===== config.mk =====
export PLATFORM = sky130hd
export DESIGN_NAME = avp_ndc_div
export DESIGN_NICKNAME = d
export VERILOG_FILES = /design/src/rtl/avp_pkg.sv /design/src/rtl/avp_ndc_div.sv
export SDC_FILE = /design/constraint.sdc
export NUM_CORES = 2
export LEC_CHECK = 0
export ABC_CLOCK_PERIOD_IN_PS = 4210
export BUFFER_PORTS_ARGS = -buffer_cell sky130_fd_sc_hd__buf_4
export CAP_MARGIN = 10
export CELL_PAD_IN_SITES_DETAIL_PLACEMENT = 0
export CELL_PAD_IN_SITES_GLOBAL_PLACEMENT = 1
export CORE_UTILIZATION = 50
export DETAILED_ROUTE_END_ITERATION = 10
export MAX_ROUTING_LAYER = met4
export PLACE_DENSITY = 0.81
export RECOVER_POWER = 100
export SLEW_MARGIN = 20
export SYNTH_ARGS = -nofsm -noshare
export SYNTH_HDL_FRONTEND = slang
export SYNTH_SLANG_ARGS = --single-unit

===== constraint.sdc =====
create_clock -name clk -period 4.21 [get_ports clk]
set_clock_uncertainty 0.1 [all_clocks]
set_input_delay 0 -clock clk [delete_from_list [all_inputs] [get_ports clk]]
set_output_delay 0 -clock clk [all_outputs]
set_load 0.05 [all_outputs]

===== src/rtl/avp_pkg.sv =====
// shared types, constants and angle table for the angular view projection block
package avp_pkg;

    localparam int CORDIC_STEPS_DEF = 20;
    localparam int CW  = 40;
    localparam int AW  = 26;
    localparam int CRD = 33;
    localparam int PW  = 32;
    localparam int FW  = 17;
    localparam int NDW = 20;
    localparam int CFG_AW = 3;

    localparam logic signed [AW-1:0] DEG90  = 26'sd5898240;
    localparam logic signed [AW-1:0] DEG180 = 26'sd11796480;
    localparam logic signed [AW+1:0] DEG360 = 28'sd23592960;
    localparam logic [27:0] INV_GAIN = 28'd163008219;

    localparam logic signed [NDW-1:0] NDC_MAX = 20'sd524287;
    localparam logic signed [NDW-1:0] NDC_MIN = -20'sd524288;

    localparam logic signed [PW-1:0] DIR_X_RST = 32'sd65536;
    localparam logic [FW-1:0] FOV_H_RST = 17'd23040;
    localparam logic [FW-1:0] FOV_V_RST = 17'd15360;

    typedef enum logic [CFG_AW-1:0] {
        REG_CAM_POS_X = 3'd0,
        REG_CAM_POS_Y = 3'd1,
        REG_CAM_POS_Z = 3'd2,
        REG_CAM_DIR_X = 3'd3,
        REG_CAM_DIR_Y = 3'd4,
        REG_CAM_DIR_Z = 3'd5,
        REG_FOV_HORIZ = 3'd6,
        REG_FOV_VERT  = 3'd7
    } cfg_idx_t;

    typedef struct packed {
        logic signed [PW-1:0] point_x;
        logic signed [PW-1:0] point_y;
        logic signed [PW-1:0] point_z;
    } point_t;

    typedef struct packed {
        logic signed [NDW-1:0] ndc_x;
        logic signed [NDW-1:0] ndc_y;
    } ndc_t;

    function automatic logic signed [AW-1:0] atan_tab(input int i);
        logic signed [AW-1:0] v;
        case (i)
            0:  v = 26'sd2949120;
            1:  v = 26'sd1740967;
            2:  v = 26'sd919879;
            3:  v = 26'sd466945;
            4:  v = 26'sd234379;
            5:  v = 26'sd117304;
            6:  v = 26'sd58666;
            7:  v = 26'sd29335;
            8:  v = 26'sd14668;
            9:  v = 26'sd7334;
            10: v = 26'sd3667;
            11: v = 26'sd1833;
            12: v = 26'sd917;
            13: v = 26'sd458;
            14: v = 26'sd229;
            15: v = 26'sd115;
            16: v = 26'sd57;
            17: v = 26'sd29;
            18: v = 26'sd14;
            19: v = 26'sd7;
            20: v = 26'sd4;
            21: v = 26'sd2;
            22: v = 26'sd1;
            default: v = '0;
        endcase
        return v;
    endfunction

endpackage


===== src/rtl/avp_ndc_div.sv =====
// pipelined rounding divide of an angle times 256 by fov*500 with saturation
module avp_ndc_div (
    input  logic                             clk,
    input  logic                             rst_n,
    input  logic                             in_vld,
    input  logic signed [avp_pkg::AW-1:0]    ang,
    input  logic [avp_pkg::FW-1:0]           fov,
    output logic                             out_vld,
    output logic signed [avp_pkg::NDW-1:0]   ndc
);

    localparam int MW = avp_pkg::AW + 8;
    localparam int NN = MW;
    localparam int QB = NN - 8;
    localparam int DW = avp_pkg::FW + 9;

    logic                    neg_next;
    logic [avp_pkg::AW:0]    mag_next;
    logic [MW-1:0]           m_next;
    logic [DW-1:0]           den_next;
    logic [NN-1:0]           n_next;

    logic [QB:0]             vld_reg;
    logic [QB:0]             neg_reg;
    logic [QB:0]             nz_reg;
    logic [QB:0]             dz_reg;
    logic [DW-1:0]           rem_reg [0:QB];
    logic [NN-1:0]           n_reg [0:QB];
    logic [QB-1:0]           q_reg [0:QB];
    logic [DW-1:0]           den_reg [0:QB];

    logic [QB-1:0]           qf;
    logic signed [avp_pkg::NDW-1:0] ndc_next;
    logic                    out_vld_reg;
    logic signed [avp_pkg::NDW-1:0] ndc_reg;

    always_comb
    begin
        neg_next = (ang < 0);
        mag_next = neg_next ? -(avp_pkg::AW+1)'(ang) : (avp_pkg::AW+1)'(ang);
        m_next   = {mag_next[MW-9:0], 8'd0};
        den_next = DW'(fov) * DW'(9'd500);
        n_next   = m_next + NN'(den_next >> 1);
    end

    always_ff @(posedge clk or negedge rst_n)
    begin
        if (!rst_n)
        begin
            vld_reg[0] <= 1'b0;
        end
        else
        begin
            vld_reg[0] <= in_vld;
        end
    end

    always_ff @(posedge clk)
    begin
        neg_reg[0] <= neg_next;
        nz_reg[0]  <= (m_next != '0);
        dz_reg[0]  <= (den_next == '0);
        rem_reg[0] <= DW'(n_next[NN-1:QB]);
        n_reg[0]   <= n_next;
        q_reg[0]   <= '0;
        den_reg[0] <= den_next;
    end

    for (genvar k = 0; k < QB; k++)
    begin : g_bit
        logic [DW:0] t;
        logic        ge;
        logic [DW:0] diff;

        always_comb
        begin
            t    = {rem_reg[k], n_reg[k][QB-1-k]};
            ge   = (t >= {1'b0, den_reg[k]});
            diff = t - {1'b0, den_reg[k]};
        end

        always_ff @(posedge clk or negedge rst_n)
        begin
            if (!rst_n)
            begin
                vld_reg[k+1] <= 1'b0;
            end
            else
            begin
                vld_reg[k+1] <= vld_reg[k];
            end
        end

        always_ff @(posedge clk)
        begin
            rem_reg[k+1] <= ge ? diff[DW-1:0] : t[DW-1:0];
            q_reg[k+1]   <= {q_reg[k][QB-2:0], ge};
            n_reg[k+1]   <= n_reg[k];
            den_reg[k+1] <= den_reg[k];
            neg_reg[k+1] <= neg_reg[k];
            nz_reg[k+1]  <= nz_reg[k];
            dz_reg[k+1]  <= dz_reg[k];
        end
    end

    // sign and saturate
    always_comb
    begin
        qf = q_reg[QB];
        if (dz_reg[QB])
        begin
            if (!nz_reg[QB])
            begin
                ndc_next = '0;
            end
            else
            begin
                ndc_next = neg_reg[QB] ? avp_pkg::NDC_MIN : avp_pkg::NDC_MAX;
            end
        end
        else if (neg_reg[QB])
        begin
            if (qf >= QB'(524288))
            begin
                ndc_next = avp_pkg::NDC_MIN;
            end
            else
            begin
                ndc_next = -signed'(qf[avp_pkg::NDW-1:0]);
            end
        end
        else
        begin
            if (qf > QB'(524287))
            begin
                ndc_next = avp_pkg::NDC_MAX;
            end
            else
            begin
                ndc_next = signed'(qf[avp_pkg::NDW-1:0]);
            end
        end
    end

    always_ff @(posedge clk or negedge rst_n)
    begin
        if (!rst_n)
        begin
            out_vld_reg <= 1'b0;
        end
        else
        begin
            out_vld_reg <= vld_reg[QB];
        end
    end

    always_ff @(posedge clk)
    begin
        ndc_reg <= ndc_next;
    end

    assign out_vld = out_vld_reg;
    assign ndc     = ndc_reg;

endmodule


==> flow_summary_export.csv <==
group,metric,value,unit
outcome,status,"complete, but fails checks",
outcome,violations,"setup timing",
drt,antenna_left,0,
final_layout,fin_nets,9415,
synthesis,synth_edf_count,0,
min_path,holdPathStages,8,
setup_path,cp_data_required_time,4.85,ns
setup_path,path_buf_inv,9,
clock_tree,clock_latency,0.85,ns
setup_path,arrival,5.83,ns
die,dieHeight,404,um
synthesis,netlist_instances,8165,
sta,worstMarginPinSlew,1.41,ns
setup_path,r2r-start,"n_reg[23][2]",
sta,finalCriticalPeriod,5.19,ns
sta,worst_slack,-0.982,ns
sta,slew_viol_final,0,
setup_path,regToRegSetupSlack,0.43,ns
clock_tree,cts_tree,"built",
final_layout,drive_gt1_frac,0.113,
final_layout,final_cell_mix,"1892 x dfxtp_1, 892 x inv_1, 666 x ha_1, 516 x a21oi_1, 471 x nand2_1",
die,die_area,163000,sq um
synthesis,ys_seq_area_frac,0.478,
setup_path,crit_path_start_kind,"primary input",
synthesis,synthFlopType,"dfxtp_1",
setup_path,path_max_fanout,4,
global_route,grt_pass1_wl,301,mm
clock_tree,clkTransAtPathRegs,0.06,ns
run,cap_viol_max_count,0,
setup_path,rr_worst_depth,13,
setup_path,worstSetupPathType,"primary input to flip-flop",
final_layout,layout_commonest_cell,"dfxtp_1",
synthesis,synth.distinct_cells,96,
setup_path,cpPeakStageDelay,0.54,ns
global_route,first_global_vias,56500,
final_layout,largest_reg_flops,650,
min_path,hold_class,"primary input to flip-flop",
sta,max_slew_margin,0.0570,
synthesis,synth_area,80700,sq um
final_layout,instances_no_fill,10900,
clock_tree,cts_sinks,1920,
sta,max_clock_freq,193,MHz
setup_path,crit_family,"simple AND/OR/NAND/NOR gates",
clock_tree,clock-root-buffer,"clkbuf_16",
final_layout,area_growth,15.7,%
synthesis,yosysWarnings,0,
global_route,antenna_found_initial,2,
min_path,hp-start,"fov[4]",
drt,viasPerCell,5.23,
die,die_x,404,um
sta,fin_crit_sh,1.23,
clock_tree,cts_buffer_depth,3,
drt,drc,0,
setup_path,path_cells,"buf_4 > clkbuf_1 > inv_1 > ha_1 > ha_1 > inv_1 > fa_1 > fa_1 > inv_1 > ha_1 > a21o_1 > and4_1 > or3_4 > buf_6 > buf_6 > buf_6 > a31oi_4 > xnor2_2 > buf_4 > or3b_1 > or4_1 > or4_1 > or3_4 > nor4b_4",
final_layout,fillCellCount,13800,
setup_path,end_kind,"flip-flop",
sta,hold_viol,0,
synthesis,syn_nets,8975,
drt,vias,57200,
clock_tree,ctsHtreeMaxLevel,4,
die,io_pins,67,
global_route,grt_max_degree,41,
min_path,holdPathEnd,"n_reg[0][7]",
setup_path,cp_slowest_cell,"or4_1",
global_route,grt_usage,0.237,
placed_design,dp_hpwl,149,mm
setup_path,cp.depth,24,
die,start_util,0.503,
placed_design,gp_congestion,0.909,
synthesis,avgSynthCellArea,9.89,sq um
placed_design,port_buffers,66,
placed_design,numPlacedInstances,10500,
setup_path,startpoint,"fov[0]",
drt,drtPass1Iterations,6,
sta,rsz0062_at_grt,"true",
drt,routedWlPerCell,17.4,um
global_route,overflow,0,
die,rows,147,
die,coreArea,160000,sq um
drt,drt_wl_total,190,mm
setup_path,r2r_end,"rem_reg[24][21]",
clock_tree,cts_made_buffers,191,
synthesis,ys_ff_latch,1920,
sta,setup_violations,19,
drt,drt_iter0_drc,3501,
synthesis,async_flop_share,0.0146,
worst reg2reg max path: cells and delay by family (launching register included):
kind            cells  cell delay (ns)
fa+ha+maj           1             0.35
mux                 1             0.34
buf+inv             3             0.49
compound gates      7             1.87
simple gates        1             0.13
flops               1             0.37
per-layer routing:
metal / global-route usage / wire (um) / part of all wire / vias up
li1: - / - / - / 29000
met2: 0.392 / 89600 / 0.47 / 965
met1: 0.303 / 88600 / 0.47 / 26900
met4: 0.0724 / 5320 / 0.028 / 0
met3: 0.0296 / 6270 / 0.033 / 303
met5: - / 0 / 0 / -
cells in the mapped netlist, drive strengths merged (13+ instances only):
| cell type | n | share of area |
|---|---|---|
| a2111oi | 23 | 0.0025 |
| a211o | 23 | 0.0025 |
| a211oi | 47 | 0.0044 |
| a21boi | 55 | 0.0051 |
| a21o | 266 | 0.025 |
| a21oi | 533 | 0.033 |
| a221oi | 30 | 0.0033 |
| a311oi | 26 | 0.0028 |
| a31o | 15 | 0.0016 |
| a31oi | 53 | 0.0041 |
| and2 | 39 | 0.0030 |
| and3 | 68 | 0.0053 |
| and4 | 22 | 0.0024 |
| clkbuf | 120 | 0.0056 |
| dfrtp | 28 | 0.0087 |
| dfxtp | 1892 | 0.47 |
| fa | 84 | 0.021 |
| ha | 680 | 0.11 |
| inv | 898 | 0.042 |
| mux2 | 227 | 0.032 |
| mux2i | 23 | 0.0029 |
| nand2 | 472 | 0.022 |
| nand2b | 97 | 0.0075 |
| nand3 | 111 | 0.0069 |
| nand4 | 88 | 0.0068 |
| nand4b | 15 | 0.0016 |
| nor2 | 460 | 0.021 |
| nor2b | 113 | 0.0088 |
| nor3 | 136 | 0.0085 |
| nor3b | 13 | 0.0013 |
| nor4 | 37 | 0.0029 |
| o211ai | 24 | 0.0022 |
| o21a | 101 | 0.0094 |
| o21ai | 474 | 0.029 |
| o21bai | 50 | 0.0046 |
| o22ai | 14 | 0.0011 |
| o31a | 19 | 0.0021 |
| o31ai | 54 | 0.0051 |
| o41ai | 26 | 0.0028 |
| or2 | 33 | 0.0026 |
| or3 | 42 | 0.0034 |
| xnor2 | 325 | 0.035 |
| xor2 | 170 | 0.018 |
per-stage QoR:
stage | setup TNS, ns | worst slack, ns | cell area, sq um | util | hold slack, ns
6_report | -12.49 | -0.982 | 93500 | 0.583 | 0.0813
3_5_place_dp | -36.23 | -2.09 | 85600 | 0.534 | -0.166
4_1_cts | -11.98 | -0.999 | 93300 | 0.582 | 0.00701
5_1_grt | -16.84 | -1.20 | 93400 | 0.583 | 0.0822
3_3_place_gp | -35.18 | -2.03 | 85600 | 0.534 | -0.175
2_1_floorplan | -20.25 | -1.50 | 81000 | - | -0.396
final cells by class:
cell class	count	area [sq um]	area share
clock buffer	249	5350	0.0573
tap	2160	2700	0.0289
clock inverter	104	1470	0.0157
inverter	898	3380	0.0362
multi-input combinational	5215	38900	0.416
sequential	1920	38600	0.413
timing repair buffer	379	3070	0.0329
antenna	1	2.50	0.0000268
kinds of logic after synthesis:
family                   Yosys count  share of synthesized area
buffers and inverters           1030                     0.0479
adder cells (fa/ha/maj)          764                      0.126
AND/OR/NAND/NOR                 1786                      0.109
XOR/XNOR                         496                     0.0541
flip-flops                      1920                      0.478
AO/OA/AOI/OAI                   1919                      0.151
multiplexers                     250                     0.0345
how the worst max path moves through the flow:
stage,to
floorplan,n_reg[0][31]
global placement,n_reg[0][31]
detailed placement,n_reg[0][31]
CTS,n_reg[0][25]
global route,n_reg[0][27]
finish,dz_reg[0]
what timing repair did:
item / in CTS / in global routing
setup buffers: 14 / 14
hold endpoints to repair: 64 / 0
hold buffers: 68 / 0
cloned: 0 / 0
resized for setup: 18 / 39
setup endpoints to repair: 19 / 24
pin swaps: 31 / 48
Power is left out: the tool's default activity adds up to more than one toggle a clock period on the data nets, which glitch-free logic cannot reach.
